**src/rtl/ncse_pkg.sv**
```systemverilog
`timescale 1ns / 1ps
// ----------------------------------------------------------------------------
// ncse_pkg: shared types and constants of the spline evaluator
// Widths of the fixed-point datapath, register codes and coefficient tables.
// ----------------------------------------------------------------------------
package ncse_pkg;

  localparam int DATA_W    = 16;
  localparam int NSEG      = 4;
  localparam int NKNOT     = 5;
  localparam int SEG_W     = 2;
  localparam int CFG_IDX_W = 3;

  // Pipeline depth of the query path, output register included.
  localparam int NSTAGE = 12;

  // Datapath widths; each is sized for the worst case of 16-bit inputs.
  localparam int DX_W     = 18;  // query minus origin, and offset into segment
  localparam int DY_W     = 17;  // sample difference
  localparam int CC_W     = 25;  // scaled curvature term
  localparam int CDIFF_W  = 26;
  localparam int BB_W     = 27;
  localparam int C3_W     = 34;
  localparam int K_W      = 48;
  localparam int P1_W     = CDIFF_W + DX_W;
  localparam int G2_W     = 44;
  localparam int G2_LO_W  = 22;
  localparam int PH2_W    = G2_W - G2_LO_W + DX_W;
  localparam int PL2_W    = G2_LO_W + 1 + DX_W;
  localparam int G1_W     = 58;
  localparam int G1_LO_W  = 29;
  localparam int PH1_W    = G1_W - G1_LO_W + DX_W;
  localparam int PL1_W    = G1_LO_W + 1 + DX_W;
  localparam int N_W      = 75;
  localparam int RND_SH   = 27;
  localparam int M_W      = N_W - RND_SH;
  localparam int MP_W     = 21;
  localparam int RECIP_W  = 22;
  localparam int RECIP_SH = 26;
  localparam int PROD_W   = MP_W + RECIP_W;

  // The denominator 168 * 2^24 is 21 * 2^27: a shift, then a division by 21
  // done as a multiplication by ceil(2^26 / 21).
  localparam logic [RECIP_W-1:0] RECIP_21 = 22'd3195661;

  // 21 * 32768: bounds of the shifted numerator that still fit 16 bits.
  localparam logic signed [M_W-1:0] SAT_BOUND = 48'sd688128;

  // Half of the denominator, added before the final truncation.
  localparam logic signed [K_W-1:0] ROUND_HALF = 48'sd1409286144;

  localparam logic [DATA_W-1:0] VAL_MAX = 16'h7fff;
  localparam logic [DATA_W-1:0] VAL_MIN = 16'h8000;

  typedef enum logic [CFG_IDX_W-1:0] {
    REG_SAMPLE_0    = 3'd0,
    REG_SAMPLE_1    = 3'd1,
    REG_SAMPLE_2    = 3'd2,
    REG_SAMPLE_3    = 3'd3,
    REG_SAMPLE_4    = 3'd4,
    REG_KNOT_ORIGIN = 3'd5
  } cfg_reg_e;

  typedef logic [NSTAGE-1:0] pipe_en_t;

  // Per-segment polynomial coefficients, held as plain bit vectors.
  typedef struct packed {
    logic [NSEG-1:0][CDIFF_W-1:0] cdiff;
    logic [NSEG-1:0][C3_W-1:0]    c3;
    logic [NSEG-1:0][BB_W-1:0]    bb;
    logic [NSEG-1:0][K_W-1:0]     k;
  } coef_t;

endpackage

```
**src/rtl/ncse_coef.sv**
```systemverilog
`timescale 1ns / 1ps
// ----------------------------------------------------------------------------
// ncse_coef: configuration registers and spline coefficient tables
// Holds the samples and origin, and derives the per-segment coefficients in
// two register stages.
// ----------------------------------------------------------------------------
module ncse_coef (
  input  logic                              clk_i,
  input  logic                              rst_ni,
  input  logic                              cfg_we_i,
  input  logic [ncse_pkg::CFG_IDX_W-1:0]    cfg_idx_i,
  input  logic [ncse_pkg::DATA_W-1:0]       cfg_data_i,
  output logic signed [ncse_pkg::DATA_W-1:0] origin_o,
  output ncse_pkg::coef_t                   coef_o
);
  import ncse_pkg::*;

  logic signed [DATA_W-1:0] sample_q [NKNOT];
  logic signed [DATA_W-1:0] origin_q;

  logic signed [CC_W-1:0]   cc_q [NKNOT];
  logic signed [CC_W-1:0]   cc_d [NKNOT];
  logic signed [DY_W-1:0]   dy_q [NSEG];
  logic signed [DY_W-1:0]   dy_d [NSEG];
  logic signed [CC_W-1:0]   ys [NKNOT];
  coef_t                    coef_q, coef_d;

  always_ff @(posedge clk_i or negedge rst_ni) begin
    if (!rst_ni) begin
      for (int i = 0; i < NKNOT; i++) begin
        sample_q[i] <= '0;
      end
      origin_q <= '0;
    end else if (cfg_we_i) begin
      unique case (cfg_idx_i)
        REG_SAMPLE_0:    sample_q[0] <= cfg_data_i;
        REG_SAMPLE_1:    sample_q[1] <= cfg_data_i;
        REG_SAMPLE_2:    sample_q[2] <= cfg_data_i;
        REG_SAMPLE_3:    sample_q[3] <= cfg_data_i;
        REG_SAMPLE_4:    sample_q[4] <= cfg_data_i;
        REG_KNOT_ORIGIN: origin_q    <= cfg_data_i;
        default: ;
      endcase
    end
  end

  // Curvature terms: 168 times the constant inverse of the 4-1 system applied
  // to the second differences, expanded directly in the samples.
  always_comb begin
    for (int i = 0; i < NKNOT; i++) begin
      ys[i] = CC_W'(sample_q[i]);
    end
    cc_d[0] = '0;
    cc_d[1] = CC_W'(45 * ys[0] - 102 * ys[1] + 72 * ys[2] - 18 * ys[3] + 3 * ys[4]);
    cc_d[2] = CC_W'(-12 * ys[0] + 72 * ys[1] - 120 * ys[2] + 72 * ys[3] - 12 * ys[4]);
    cc_d[3] = CC_W'(3 * ys[0] - 18 * ys[1] + 72 * ys[2] - 102 * ys[3] + 45 * ys[4]);
    cc_d[4] = '0;
    for (int s = 0; s < NSEG; s++) begin
      dy_d[s] = DY_W'(sample_q[s + 1]) - DY_W'(sample_q[s]);
    end
  end

  always_ff @(posedge clk_i or negedge rst_ni) begin
    if (!rst_ni) begin
      for (int i = 0; i < NKNOT; i++) begin
        cc_q[i] <= '0;
      end
      for (int s = 0; s < NSEG; s++) begin
        dy_q[s] <= '0;
      end
    end else begin
      cc_q <= cc_d;
      dy_q <= dy_d;
    end
  end

  always_comb begin
    logic signed [C3_W-1:0] c3w;
    logic signed [BB_W-1:0] dyw;
    logic signed [K_W-1:0]  yw;
    coef_d = '0;
    for (int s = 0; s < NSEG; s++) begin
      c3w = C3_W'(cc_q[s]);
      dyw = BB_W'(dy_q[s]);
      yw  = K_W'(sample_q[s]);
      coef_d.cdiff[s] = CDIFF_W'(cc_q[s + 1]) - CDIFF_W'(cc_q[s]);
      coef_d.c3[s]    = (c3w <<< 9) + (c3w <<< 8);
      coef_d.bb[s]    = (dyw <<< 7) + (dyw <<< 5) + (dyw <<< 3)
                        - BB_W'(cc_q[s + 1]) - (BB_W'(cc_q[s]) <<< 1);
      coef_d.k[s]     = (((yw <<< 7) + (yw <<< 5) + (yw <<< 3)) <<< 24) + ROUND_HALF;
    end
  end

  always_ff @(posedge clk_i or negedge rst_ni) begin
    if (!rst_ni) begin
      coef_q <= '0;
    end else begin
      coef_q <= coef_d;
    end
  end

  assign origin_o = origin_q;
  assign coef_o   = coef_q;

endmodule

```
**config.mk**
```make
export PLATFORM = sky130hd
export DESIGN_NAME = ncse_coef
export DESIGN_NICKNAME = d
export VERILOG_FILES = /design/src/rtl/ncse_pkg.sv /design/src/rtl/ncse_coef.sv
export SDC_FILE = /design/constraint.sdc
export NUM_CORES = 2
export LEC_CHECK = 0
export BUFFER_PORTS_ARGS = -buffer_cell sky130_fd_sc_hd__buf_2
export CORE_MARGIN = 2
export CORE_UTILIZATION = 60
export DETAILED_ROUTE_END_ITERATION = 10
export PLACE_DENSITY = 0.77
export SLEW_MARGIN = 20
export SYNTH_ARGS = -nofsm -noshare
export SYNTH_HDL_FRONTEND = slang
export SYNTH_SLANG_ARGS = --single-unit
```
**constraint.sdc**
```tcl
create_clock -name clk_i -period 8.5 [get_ports clk_i]
set_input_delay 0.85 -clock clk_i [delete_from_list [all_inputs] [get_ports clk_i]]
set_output_delay 0.85 -clock clk_i [all_outputs]
set_load 0.01 [all_outputs]
```
[After elaboration in Yosys (flattened, before gate mapping)]
Index checks and enable logic that the tools add are counted.
Word-level totals
  memory bits (read-only): 0
  input port bits: 22
  bits in latches: 0
  register bits: 744
  logic and storage cells: 102
  output and inout bits: 556
  memories: 0
  RAM bits: 0
Operators by class
  $mul: 14
  $lt $le $gt $ge: 0
  $add $sub $neg: 48
  divide/modulo/power cells: 0
  shift operators: 0
  eq/ne operators: 5
  mux-type cells: 0
  reduce and logical (&&, ||, !) cells: 7
  bitwise operators: 0
Operators by type and width (count)
  $add 48x32->48 const B: 4
  $mul 5x16->21 const A: 6
  $add 25x20->26: 4
  $add 34x33->34: 3
  $add 24x22->25: 4
  $add 23x21->24: 4
  $add 24x19->24: 4
  $mul 7x16->23 const A: 4
  $sub 26x25->27: 3
  $mul 3x16->19 const A: 4
  $sub 16x16->17: 4
  $sub 27x26->27: 2
  $sub 25x25->26: 2
  $add 25x24->25: 2
  $sub 25x24->25: 2
  $sub 26x26->27: 1
  $sub 1x25->26 const A: 1
  $add 21x24->25: 1
  $add 23x24->25: 1
  $add 25x19->25: 1
  $add 25x23->25: 1
  $sub 23x24->25: 1
  $sub 25x21->25: 1
  $sub 25x22->25: 1
  6 further kinds: 13

[Longest topological paths before layout]
  word-level depth: 5
  depth in mapped cells: 34
  depth with buffers taken out: 34

[Worst setup path before layout]
Ideal clock, no wire load.
  path type: register -> register
  start point: register sample_q[18] in the netlist's numbering
  end point: register cc_q[49] in the netlist's numbering
  clock period less this slack: 7.825 ns
  setup time: 0.124 ns
  path buffers: 0
  cell stages (with the launch flop): 31
  arrival time: 7.700 ns
  path slack: 0.675 ns
  data required time: 8.376 ns
  cells stage by stage: dfrtp_1 ha_1 inv_1 fa_1 inv_1 ha_1 inv_1 fa_1 inv_1 ha_1 o211a_1 o21a_1 a311o_1 xnor2_1 ha_1 inv_1 fa_1 fa_1 fa_1 fa_1 inv_1 ha_1 a21o_1 a21o_1 a21o_1 a221oi_2 o21ai_0 and4_1 a2111oi_2 a21oi_1 xnor2_1
RTL lines
  start, declared: line ncse_coef.sv:18  | logic signed [DATA_W-1:0] sample_q [NKNOT];
  end signal, assigned by index: line ncse_coef.sv:66  | cc_q[i] <= '0;
  end signal, assigned: line ncse_coef.sv:72  | cc_q <= cc_d;
  end, declared: line ncse_coef.sv:21  | logic signed [CC_W-1:0] cc_q [NKNOT];

==> metrics.cfg <==
[logic_synthesis]
synthCells = 6268
mappedNetlistArea_um2 = 62800
ys_seq_area_frac = 0.235
synth-seq-cells = 589
synth_edf_count = 0
syn_area_per_cell_um2 = 10.0
ys_types = 92
synth-main-ff-cell = dfrtp_1
async_reset_ff_frac = 1.00
yosysWarnings = 0

[floorplan]
ios = 578
die-area_um2 = 107000
die_w_um = 327
fp.dieH_um = 327
core_um2 = 104000
initial_core_util = 0.606
core.rowCount = 118

[timing]
tightestPinTransition_ns = 1.01
hold_viol = 0
hold_slack_ns = 0.251
finalCritPeriodShare = 0.953
finalSetupViolations = 0
slew_headroom = 0.326
tns_ns = 0
slew_violations = 0
fmaxAchievable_ghz = 0.123
skew_ns = 0.0277
fin_crit_ns = 8.10
rsz0062_at_grt = false

[placement]
gp_congestion = 0.985
dp_hpwl_mm = 147
placed_area_um2 = 66400
port_buffers = 411

[critical_path]
worst_r2r_path_depth = 27
cp_max_fo = 5
startpoint_type = flip-flop
worst_path_most_repeated_cell = fa_1
required_ns = 9.05
crit_type = flip-flop to flip-flop
slowest_delay_ns = 0.54
cp.arrival_ns = 8.65
cp-end-kind = flip-flop
crit_slowest_cell = fa_1

[routing]
wl_per_cell_um = 21.5
first_pass_iters = 6
initialDrtViolationCount = 3275
routed_wirelength_mm = 177
ant_nets = 0
routed_via_density = 5.60
remaining_drc_errors = 0
vias = 46000

[grt]
grt_pass1_vias = 46300
grtUsageTotal = 0.333
grt_pass1_wl_mm = 271
antenna_found_initial = 7
overflow = 0
grt_max_degree = 164

[layout]
drive_above_1_share = 0.109
fin_area_um2 = 69100
n_fill_cell = 8338
final_nets = 8380
final_cell_mix = 1117 x inv_1, 923 x ha_1, 640 x fa_1
syn2layout_area_growth_pct = 10.1
mostFrequentLayoutCell = inv_1

[clock_tree]
ctsRootBufferMaster = clkbuf_16
ctsHoldBuffers = 0
cts_buffers = 73
clk_path_buf_depth = 3
clkLatencyLatePin_ns = 0.67
cts_sinks = 589
htreeDepth = 3
cts_tree = yes
clkTransAtPathRegs_ns = 0.06

[status]
status = finished clean

[job]
maxCapViolCount = 0

[hold_path]
hold_path_class = primary input to async pin

-- cell usage after synthesis, types with 37 or more instances --
master / instances / share of area
nand2b_1: 64 / 0.0064
buf_4: 186 / 0.022
inv_1: 1117 / 0.067
mux2_2: 47 / 0.0084
a21oi_1: 332 / 0.026
o21a_1: 61 / 0.0073
nand2_1: 251 / 0.015
nor2_1: 261 / 0.016
nor2b_1: 58 / 0.0058
ha_1: 925 / 0.18
nor3_1: 103 / 0.0082
a21o_1: 149 / 0.018
fa_1: 640 / 0.20
and3_1: 37 / 0.0037
xor2_1: 173 / 0.024
nand3_1: 75 / 0.0060
dfrtp_1: 589 / 0.23
o21ai_0: 265 / 0.021
xnor2_1: 411 / 0.057
o21bai_1: 50 / 0.0060
-- per-layer routing --
layer  up-vias  wire (um)  GRT usage
met5         -         21          0
li1      21400          -          -
met3       368      11900     0.0609
met2      1503      83800      0.545
met1     22800      71400      0.429
met4         4       9510      0.162
-- cells by family (layout without fill, tap and decap cells) --
group,count (synthesis),after routing,synth area share
fa+ha+maj,1565,1565,0.389
buf+inv,1332,1745,0.0909
compound gates,1149,1149,0.118
simple gates,990,990,0.0761
flops,589,589,0.235
xor+xnor,585,585,0.0818
mux,56,56,0.00987
other cells,2,169,0.000120
-- metrics by stage --
stage | util | std cells | setup slack, ns
after global routing | 0.667 | 8226 | 0.0431
after detailed placement | 0.640 | 8095 | 0.229
after CTS | 0.666 | 8223 | 0.215
after global placement | 0.640 | 8095 | 0.371
final | 0.667 | 8228 | 0.400
after floorplan | - | 6433 | 0.675
-- final timing paths --
check | startpoint | end | slack [ns]
max in group asynchronous | rst_ni | coef_o[233] | 6.70
min in group clk_i | cc_q[26] | coef_o[489] | 0.47
min reg2reg | cc_q[26] | coef_o[489] | 0.47
min | rst_ni | coef_o[190] | 0.25
max reg2reg | sample_q[18] | cc_q[49] | 0.40
max | sample_q[18] | cc_q[49] | 0.40
-- critical path: cells and delay by family, from the launching register on --
kind            cells  cell delay, ns
buf+inv             3            0.29
fa+ha+maj          11            4.46
compound gates     10            2.30
flops               1            0.41
simple gates        1            0.24
xor+xnor            2            0.28
-- state kept, by name, summed over array words and instances (netlist names) --
| register | cells |
|---|---|
| origin_o | 16 |
| dy_q | 68 |
| sample_q | 80 |
| cc_q | 71 |
| coef_o | 354 |
-- repair_timing --
| item | 4_1_cts | 5_1_grt |
|---|---|---|
| setup endpoints to repair | 0 | 6 |
| buffers inserted | 0 | 3 |
| resized for setup | 0 | 15 |
-- final cells by class --
class                           instances  area [um2]  area share
Antenna cell                            2        5.00   0.0000724
Clock buffer                           89        2020      0.0292
Clock inverter                         39         603     0.00873
Inverter                             1117        4190      0.0607
Multi-Input combinational cell       4512       43000       0.623
Sequential cell                       589       14700       0.213
Tap cell                             1380        1730      0.0250
Timing Repair Buffer                  500        2760      0.0399
Power is left out: the tool's default activity adds up to more than one toggle a clock period on the data nets, which glitch-free logic cannot reach.
