**src/rtl/ncse_pkg.sv**
```systemverilog
`timescale 1ns / 1ps
// ----------------------------------------------------------------------------
// ncse_pkg: shared types and constants of the spline evaluator
// Widths of the fixed-point datapath, register codes and coefficient tables.
// ----------------------------------------------------------------------------
package ncse_pkg;

  localparam int DATA_W    = 16;
  localparam int NSEG      = 4;
  localparam int NKNOT     = 5;
  localparam int SEG_W     = 2;
  localparam int CFG_IDX_W = 3;

  // Pipeline depth of the query path, output register included.
  localparam int NSTAGE = 12;

  // Datapath widths; each is sized for the worst case of 16-bit inputs.
  localparam int DX_W     = 18;  // query minus origin, and offset into segment
  localparam int DY_W     = 17;  // sample difference
  localparam int CC_W     = 25;  // scaled curvature term
  localparam int CDIFF_W  = 26;
  localparam int BB_W     = 27;
  localparam int C3_W     = 34;
  localparam int K_W      = 48;
  localparam int P1_W     = CDIFF_W + DX_W;
  localparam int G2_W     = 44;
  localparam int G2_LO_W  = 22;
  localparam int PH2_W    = G2_W - G2_LO_W + DX_W;
  localparam int PL2_W    = G2_LO_W + 1 + DX_W;
  localparam int G1_W     = 58;
  localparam int G1_LO_W  = 29;
  localparam int PH1_W    = G1_W - G1_LO_W + DX_W;
  localparam int PL1_W    = G1_LO_W + 1 + DX_W;
  localparam int N_W      = 75;
  localparam int RND_SH   = 27;
  localparam int M_W      = N_W - RND_SH;
  localparam int MP_W     = 21;
  localparam int RECIP_W  = 22;
  localparam int RECIP_SH = 26;
  localparam int PROD_W   = MP_W + RECIP_W;

  // The denominator 168 * 2^24 is 21 * 2^27: a shift, then a division by 21
  // done as a multiplication by ceil(2^26 / 21).
  localparam logic [RECIP_W-1:0] RECIP_21 = 22'd3195661;

  // 21 * 32768: bounds of the shifted numerator that still fit 16 bits.
  localparam logic signed [M_W-1:0] SAT_BOUND = 48'sd688128;

  // Half of the denominator, added before the final truncation.
  localparam logic signed [K_W-1:0] ROUND_HALF = 48'sd1409286144;

  localparam logic [DATA_W-1:0] VAL_MAX = 16'h7fff;
  localparam logic [DATA_W-1:0] VAL_MIN = 16'h8000;

  typedef enum logic [CFG_IDX_W-1:0] {
    REG_SAMPLE_0    = 3'd0,
    REG_SAMPLE_1    = 3'd1,
    REG_SAMPLE_2    = 3'd2,
    REG_SAMPLE_3    = 3'd3,
    REG_SAMPLE_4    = 3'd4,
    REG_KNOT_ORIGIN = 3'd5
  } cfg_reg_e;

  typedef logic [NSTAGE-1:0] pipe_en_t;

  // Per-segment polynomial coefficients, held as plain bit vectors.
  typedef struct packed {
    logic [NSEG-1:0][CDIFF_W-1:0] cdiff;
    logic [NSEG-1:0][C3_W-1:0]    c3;
    logic [NSEG-1:0][BB_W-1:0]    bb;
    logic [NSEG-1:0][K_W-1:0]     k;
  } coef_t;

endpackage

```
**src/rtl/ncse_ctrl.sv**
```systemverilog
`timescale 1ns / 1ps
// ----------------------------------------------------------------------------
// ncse_ctrl: valid tracking and stage enables of the query pipeline
// A stage loads when it is empty or when the stage after it moves on.
// ----------------------------------------------------------------------------
module ncse_ctrl (
  input  logic               clk_i,
  input  logic               rst_ni,
  input  logic               in_valid_i,
  output logic               in_ready_o,
  output logic               out_valid_o,
  input  logic               out_ready_i,
  output ncse_pkg::pipe_en_t en_o
);
  import ncse_pkg::*;

  logic [NSTAGE-1:0] vld_q, vld_d;
  logic [NSTAGE:0]   adv;

  always_comb begin
    adv[NSTAGE] = out_ready_i;
    for (int k = NSTAGE - 1; k >= 0; k--) begin
      adv[k] = !vld_q[k] || adv[k + 1];
    end
    vld_d = vld_q;
    if (adv[0]) begin
      vld_d[0] = in_valid_i;
    end
    for (int k = 1; k < NSTAGE; k++) begin
      if (adv[k]) begin
        vld_d[k] = vld_q[k - 1];
      end
    end
  end

  always_ff @(posedge clk_i or negedge rst_ni) begin
    if (!rst_ni) begin
      vld_q <= '0;
    end else begin
      vld_q <= vld_d;
    end
  end

  assign en_o        = adv[NSTAGE-1:0];
  assign in_ready_o  = adv[0];
  assign out_valid_o = vld_q[NSTAGE-1];

endmodule

```
**config.mk**
```make
export PLATFORM = sky130hd
export DESIGN_NAME = ncse_ctrl
export DESIGN_NICKNAME = d
export VERILOG_FILES = /design/src/rtl/ncse_pkg.sv /design/src/rtl/ncse_ctrl.sv
export SDC_FILE = /design/constraint.sdc
export NUM_CORES = 1
export LEC_CHECK = 0
export ABC_AREA = 1
export BUFFER_PORTS_ARGS = -buffer_cell sky130_fd_sc_hd__buf_2
export CORE_MARGIN = 2
export CORE_UTILIZATION = 25
export CTS_CLUSTER_DIAMETER = 50
export DETAILED_ROUTE_END_ITERATION = 7
export GPL_TIMING_DRIVEN = 1
export HOLD_SLACK_MARGIN = 0.08
export PLACE_DENSITY = 0.46
export SYNTH_ARGS = -nofsm -noshare
export SYNTH_HDL_FRONTEND = slang
export SYNTH_SLANG_ARGS = --single-unit
```
**constraint.sdc**
```tcl
create_clock -name clk_i -period 1.5 [get_ports clk_i]
set_input_delay 0.075 -clock clk_i [delete_from_list [all_inputs] [get_ports clk_i]]
set_output_delay 0.075 -clock clk_i [all_outputs]
set_load 0.01 [all_outputs]
```
== Yosys cells after proc, flatten, opt, wreduce, memory -nomap -nowiden ==
Index checks and enable logic that the tools add are counted.
Word-level totals
  bits of input ports: 4
  RAM bits: 0
  memory bits (read-only): 0
  memories: 0
  bits in latches: 0
  bits in registers: 12
Cells by class
  equal/unequal tests: 0
  div/mod/pow operators: 0
  add/subtract/negate cells: 0
  order comparisons: 0
  shift operators: 0
  reductions and logical operators: 24
  bitwise operators: 0
  mux-type cells: 0
  $mul: 0
Operators by type and width (number)
  $logic_not A1 Y1: 12
  $logic_or A1 B1 Y1: 12

== Logic depth before layout (Yosys ltp) ==
Gate-level depths: netlist of the first run.
  depth in word-level cells: 13
  mapped depth: 7

== Least setup slack after synthesis of the first run ==
No wires, ideal clock.
  kind: reg-to-output
  from: reg vld_q[11]
  to: out en_o[0]
  slack: 16 ps
  stages on the path, launching flop included: 7
  arrival time: 1409 ps
  cell sequence: dfrtp_1 > nand4_4 > nor3_4 > nand4_4 > nor2_4 > nand4_2 > buf_4
On the way
  longest elaborated chain between the ends: 13
Ends and longest elaborated chain
  start, declared: RTL line ncse_ctrl.sv:17  | logic [NSTAGE-1:0] vld_q, vld_d;
  start signal, assigned: RTL line ncse_ctrl.sv:40  | vld_q <= vld_d;
  $logic_not A1 Y1: RTL line ncse_ctrl.sv:23  | adv[k] = !vld_q[k] || adv[k + 1];
  $logic_or A1 B1 Y1 (3 in a row): RTL line ncse_ctrl.sv:23
  named net en_o[9]: RTL line ncse_ctrl.sv:13  | output ncse_pkg::pipe_en_t en_o
  $logic_or A1 B1 Y1 (5 in a row): RTL line ncse_ctrl.sv:23
  named net en_o[4]: RTL line ncse_ctrl.sv:13
  $logic_or A1 B1 Y1 (4 in a row): RTL line ncse_ctrl.sv:23
  end, declared: RTL line ncse_ctrl.sv:13
The timed path passes the listed nets, and every way through them passes these cells.

== Worst setup path after layout of the first run ==
  from: reg vld_q[10]
  to: out in_ready_o
On the way
  longest elaborated chain between the ends: 12
Ends and longest elaborated chain
  $logic_not A1 Y1: RTL line ncse_ctrl.sv:23
  $logic_or A1 B1 Y1 (11 in a row): RTL line ncse_ctrl.sv:23
  end, declared: RTL line ncse_ctrl.sv:10  | output logic in_ready_o,
Every way passes these cells.

==> results_dict.tcl, run 1 <==
set metrics [dict create \
    cts_tree "yes" \
    wl_met1_um 346 \
    maxCapViolCount 0 \
    drcViolationCount 0 \
    grt_pass1_vias 412 \
    startpoint_type "register" \
    final_util 0.371 \
    status "finished with violations" \
    min_period_over_period 1.06 \
    synthToLayoutAreaGrowth_pct 38.4 \
    skew_ns 0.00295 \
    min_period_ns 1.59 \
    dp.cells 95 \
    ys_warn_count 0 \
    cp-startpoint "vld_q[10]" \
    cts.clk_slew.worst_paths_ns 0.07 \
    n_fill_cell 216 \
    synthCells 52 \
    leakagePower_nw 0.380 \
    syn-cell-area_sq_um 531 \
    dr_wl_met3_um 74 \
    n_antenna_cell 0 \
    met2_length_um 428 \
    grt_max_degree 13 \
    slowest_delay_ns 0.39 \
    final_hold_viol_count 0 \
    grt_usage 0.0944 \
    post_layout_nonfiller_instances 104 \
    top_register "vld_q" \
    rsz0062_at_grt "yes" \
    wl_per_cell_um 8.54 \
    slew_headroom 0.822 \
    first_iter_violations 1 \
    layout.nets 82 \
    clock.fmax_ghz 0.629 \
    grt_overflow 0 \
    die_w_um 50.1 \
    setup_ws_ns -0.0898 \
    gp_congestion 0.649 \
    synthDistinctLibCells 12 \
    post_drt_via_cell_ratio 3.93 \
    cp_common_cell "nand4_4" \
    synth_top_area_frac 0.566 \
    insertion_delay_ns 0.27 \
    core_area_sq_mm 0.00198 \
    firstDrtPassIters 2 \
    worstSetupPathType "register to primary output" \
    drtAntennaViolNets 0 \
    drive_above_1_share 0.429 \
    p_int_mw 0.685 \
    switchingPower_mw 0.358 \
    synth-seq-cells 12 \
    stdcell_area_sq_um 734 \
    grt_first_pass_wirelength_mm 1.65 \
    ys_top_cells_by_area "dfrtp_1 57%, inv_1 11%, nand2_1 9.2%" \
    dpl.hpwl_um 646 \
    largestRegisters "vld_q x12" \
    die_h_um 50.1 \
    cts_buffers 3 \
    placed_cell_area_sq_um 642 \
    p_comb_frac 0.330 \
    avgSynthCellArea_sq_um 10.2 \
    arrival_ns 1.51 \
    rows 16 \
    slowest_stage "dfrtp_1" \
    antenna_found_initial 0 \
    io_pins 18 \
    power_frac_seq 0.426 \
    pwr-share-clk 0.245 \
    dp_slack_ns 0.131 \
    synth_top_area_cell "dfrtp_1" \
    die-area_sq_mm 0.00251 \
    r2r-start "vld_q[10]" \
    synth.yosys.seq_area_share 0.566 \
    crit_path_end_kind "primary output" \
    p_sw_frac 0.343 \
    total_power_mw 1.04 \
    top_layer_used "met4" \
    worstPathMaxFanout 5 \
    violations "setup timing" \
    htree_levels 1 \
    clock_sink_count 12 \
    clockBufferDepth 2 \
    hp-start "out_ready_i" \
    start_util 0.268 \
    largest_reg_flops 12 \
    cp.required_ns 1.42 \
    holdCritPathClass "input port to register" \
    syn_nets 56 \
    peakVddDrop_mv 0.723 \
    hold_slack_ns 0.108 \
    root_buffer "clkbuf_4" \
    power_density_mw_per_mm2 1420 \
    setup_viol 5 \
    wirelength_um 888 \
    crit_chain "nand4_4 > nor3_4 > nand4_4 > nor2_4 > nand4_2 > buf_2" \
    maxSlewViolCount 0 \
    via_count 409 \
    finalSetupTns_ns -0.295 \
    port_buffers 17 \
    worst_pin_slew_ns 0.267 \
]
-- placed cells by master (no fill, tap or decap) --
cell,count
nand3_1,1
inv_1,15
clkbuf_4,3
nand4_2,1
or2_2,2
nand3_2,1
nor2_4,2
nand2_1,13
dfrtp_1,12
dlygate4sd3_1,2
nand4_4,2
buf_2,16
nor2_1,1
buf_4,3
nor3_4,1
buf_6,1
clkbuf_8,1
-- cell usage after synthesis --
master / number
nand4_2: 1
buf_4: 1
nor3_4: 1
nand4_4: 2
inv_1: 15
or2_2: 2
nand3_1: 1
dfrtp_1: 12
nor2_4: 1
nand3_2: 1
nor2_1: 2
nand2_1: 13
-- cell families (layout without fill, tap and decap cells) --
| kind of cell | after synthesis | in the layout | synth area share |
|---|---|---|---|
| buffers and inverters | 16 | 41 | 0.120 |
| AND/OR/NAND/NOR | 24 | 24 | 0.314 |
| flip-flops | 12 | 12 | 0.566 |
-- critical path, delay by kind of cell, from the launching register on --
family,cells,cell delay [ns]
buffers and inverters,1,0.16
flip-flops,1,0.39
AND/OR/NAND/NOR,5,0.70
-- path summary, 6_finish.rpt --
check                        endpoint  slack (ns)  depth (start not counted)
setup reg to reg             vld_q[0]        0.29                          6
hold reg to reg              vld_q[8]        0.49                          2
max in group asynchronous    vld_q[1]        1.09                          2
setup / recovery           in_ready_o       -0.09                          6
min in group asynchronous    vld_q[7]        0.19                          2
hold / removal              vld_q[11]        0.11                          4
-- repair_timing --
item,4_1_cts,5_1_grt
hold endpoints to repair,13,0
resized for setup,2,1
gates cloned,0,0
setup buffers,3,0
setup endpoints to repair,7,7
hold buffers,2,0
-- layer usage --
| layer | track usage | vias to the layer above |
|---|---|---|
| li1 | - | 200 |
| met1 | 0.0935 | 190 |
| met2 | 0.145 | 15 |
| met3 | 0.0455 | 4 |
| met4 | 0.0833 | 0 |
| met5 | 0 | - |
-- final cells by class --
cell class,instances,area [sq um],share of cell area
well taps,27,33.8,0.0460
clock buffers,4,36.3,0.0494
repair buffers,22,134,0.182
multi-input cells,24,174,0.237
inverters,15,56.3,0.0767
flip-flops and latches,12,300,0.409
-- power by group through the flow --
stage	registers [mW]	clock network, mW	logic (mW)
6_report	0.444	0.255	0.344
4_1_cts	0.446	0.268	0.344
2_1_floorplan	0.444	0	0.222
3_3_place_gp	0.453	0	0.321
5_1_grt	0.456	0.282	0.393
3_5_place_dp	0.453	0	0.322
Power figures use the tool's default switching activity.
==> run 2: changes to the inputs <==
--- a/config.mk
+++ b/config.mk
@@ -7,13 +7,15 @@
 export LEC_CHECK = 0
 export ABC_AREA = 1
 export BUFFER_PORTS_ARGS = -buffer_cell sky130_fd_sc_hd__buf_2
+export CELL_PAD_IN_SITES_DETAIL_PLACEMENT = 1
+export CELL_PAD_IN_SITES_GLOBAL_PLACEMENT = 1
 export CORE_MARGIN = 2
 export CORE_UTILIZATION = 25
 export CTS_CLUSTER_DIAMETER = 50
 export DETAILED_ROUTE_END_ITERATION = 7
 export GPL_TIMING_DRIVEN = 1
 export HOLD_SLACK_MARGIN = 0.08
-export PLACE_DENSITY = 0.46
+export PLACE_DENSITY = 0.57
 export SYNTH_ARGS = -nofsm -noshare
 export SYNTH_HDL_FRONTEND = slang
 export SYNTH_SLANG_ARGS = --single-unit
==> results_dict.tcl, run 2 (same netlist as run 1, synthesis figures left out) <==
set metrics [dict create \
    arrival_ns 1.53 \
    power_frac_seq 0.443 \
    rsz0062_at_grt "yes" \
    die_h_um 50.1 \
    slew_headroom 0.812 \
    worst_pin_slew_ns 0.282 \
    min_period_ns 1.61 \
    htree_levels 1 \
    wl_per_cell_um 9.81 \
    pwr-share-clk 0.192 \
    synthToLayoutAreaGrowth_pct 44.1 \
    min_period_over_period 1.07 \
    r2r_cells 9 \
    drive_above_1_share 0.463 \
    maxCapViolCount 0 \
    grt_first_pass_wirelength_mm 1.68 \
    core_area_sq_mm 0.00198 \
    timing.rr.end "vld_q[0]" \
    hold_end "vld_q[11]" \
    p_comb_frac 0.366 \
    largestRegisters "vld_q x12" \
    hold_depth 4 \
    wirelength_mm 1.05 \
    switchingPower_mw 0.363 \
    port_buffers 17 \
    final_hold_viol_count 0 \
    grt_max_degree 13 \
    cts_buffers 3 \
    worstPathMaxFanout 5 \
    peakVddDrop_mv 0.712 \
    hold_slack_ns 0.131 \
    drcViolationCount 0 \
    startpoint_type "register" \
    r2r_slack_ns -0.06 \
    largest_reg_flops 12 \
    first_iter_violations 6 \
    post_drt_via_cell_ratio 3.95 \
    cts.clk_slew.worst_paths_ns 0.07 \
    setup_viol 6 \
    hp-start "out_ready_i" \
    final_cell_mix "16 x buf_2, 15 x inv_1, 12 x nand2_1, 12 x dfrtp_1, 5 x buf_4" \
    die-area_sq_mm 0.00251 \
    violations "setup timing" \
    clock_sink_count 12 \
    status "finished with violations" \
    grt_pass1_vias 394 \
    io_pins 18 \
    insertion_delay_ns 0.27 \
    maxSlewViolCount 0 \
    p_int_mw 0.648 \
    placed_cell_area_sq_um 642 \
    crit_path_end_kind "primary output" \
    p_sw_frac 0.359 \
    start_util 0.268 \
    rows 16 \
    top_register "vld_q" \
    dp_slack_ns 0.124 \
    post_layout_nonfiller_instances 107 \
    cts_tree "yes" \
    firstDrtPassIters 2 \
    clockBufferDepth 2 \
    grt_overflow 0 \
    gp_congestion 0.663 \
    root_buffer "clkbuf_4" \
    cp.required_ns 1.42 \
    dp.cells 95 \
    die_w_um 50.1 \
    clock.fmax_ghz 0.621 \
    leakagePower_nw 0.393 \
    drtAntennaViolNets 0 \
    r2r-start "vld_q[11]" \
    worstSetupPathType "register to primary output" \
    dpl.hpwl_um 724 \
    grt_usage 0.0922 \
    power_density_mw_per_mm2 1320 \
    antenna_found_initial 0 \
    skew_ns 0.00246 \
    setup_ws_ns -0.110 \
    layout.nets 86 \
    final_common_cell "buf_2" \
    via_count 423 \
    holdCritPathClass "input port to register" \
    stdcell_area_sq_um 764 \
    n_antenna_cell 0 \
]
==> run 2: layer usage <==
metal	GRT usage	vias to the layer above	routed length (um)
li1	-	208	-
met1	0.106	199	463
met2	0.140	14	501
met3	0.0485	2	71
met4	0.0417	0	13
met5	0	-	0
==> run 2: power by group through the flow <==
stage / Sequential, mW / Combinational (mW) / Clock [mW]
2_1_floorplan: 0.444 / 0.222 / 0
3_3_place_gp: 0.453 / 0.322 / 0
3_5_place_dp: 0.453 / 0.328 / 0
4_1_cts: 0.446 / 0.367 / 0.206
5_1_grt: 0.462 / 0.417 / 0.220
6_report: 0.448 / 0.370 / 0.194
==> run 2: worst max-delay path by stage <==
stage | to | slack [ns] | startpoint | depth (start not counted)
2_1_floorplan | en_o[0] | 0.02 | vld_q[11] | 6
3_3_place_gp | en_o[0] | 0.17 | vld_q[10] | 6
3_5_place_dp | en_o[0] | 0.12 | vld_q[11] | 6
4_1_cts | en_o[0] | -0.15 | vld_q[11] | 6
5_1_grt | en_o[0] | -0.23 | vld_q[11] | 6
6_report | in_ready_o | -0.11 | vld_q[11] | 6
==> run 2: critical path, cell delays in order, from the launching register on <==
cell and delay [ns]:
dfrtp_1 0.41, nand4_4 0.12, nor3_4 0.18, nand4_4 0.12, nor2_4 0.18, nand4_4 0.10, buf_2 0.16
==> run 2: final cells by class <==
| type | instances | area, sq um |
|---|---|---|
| clock buffers | 3 | 22.5 |
| fillers | 245 | 1220 |
| inverters | 15 | 56.3 |
| multi-input cells | 24 | 180 |
| flip-flops and latches | 12 | 300 |
| well taps | 27 | 33.8 |
| repair buffers | 26 | 171 |
==> run 2: what timing repair did <==
action / 4_1_cts / 5_1_grt
gates cloned: 0 / 0
resized for setup: 2 / 4
hold endpoints to repair: 13 / 0
setup buffers: 4 / 4
setup endpoints to repair: 7 / 9
hold buffers: 2 / 0
==> run 2: per-stage QoR <==
stage	power (mW)	TNS (ns)	util
6_report	1.01	-0.495	0.386
3_3_place_gp	0.776	0	0.324
5_1_grt	1.10	-1.52	0.386
4_1_cts	1.02	-0.613	0.365
2_1_floorplan	0.666	0	-
3_5_place_dp	0.781	0	0.324
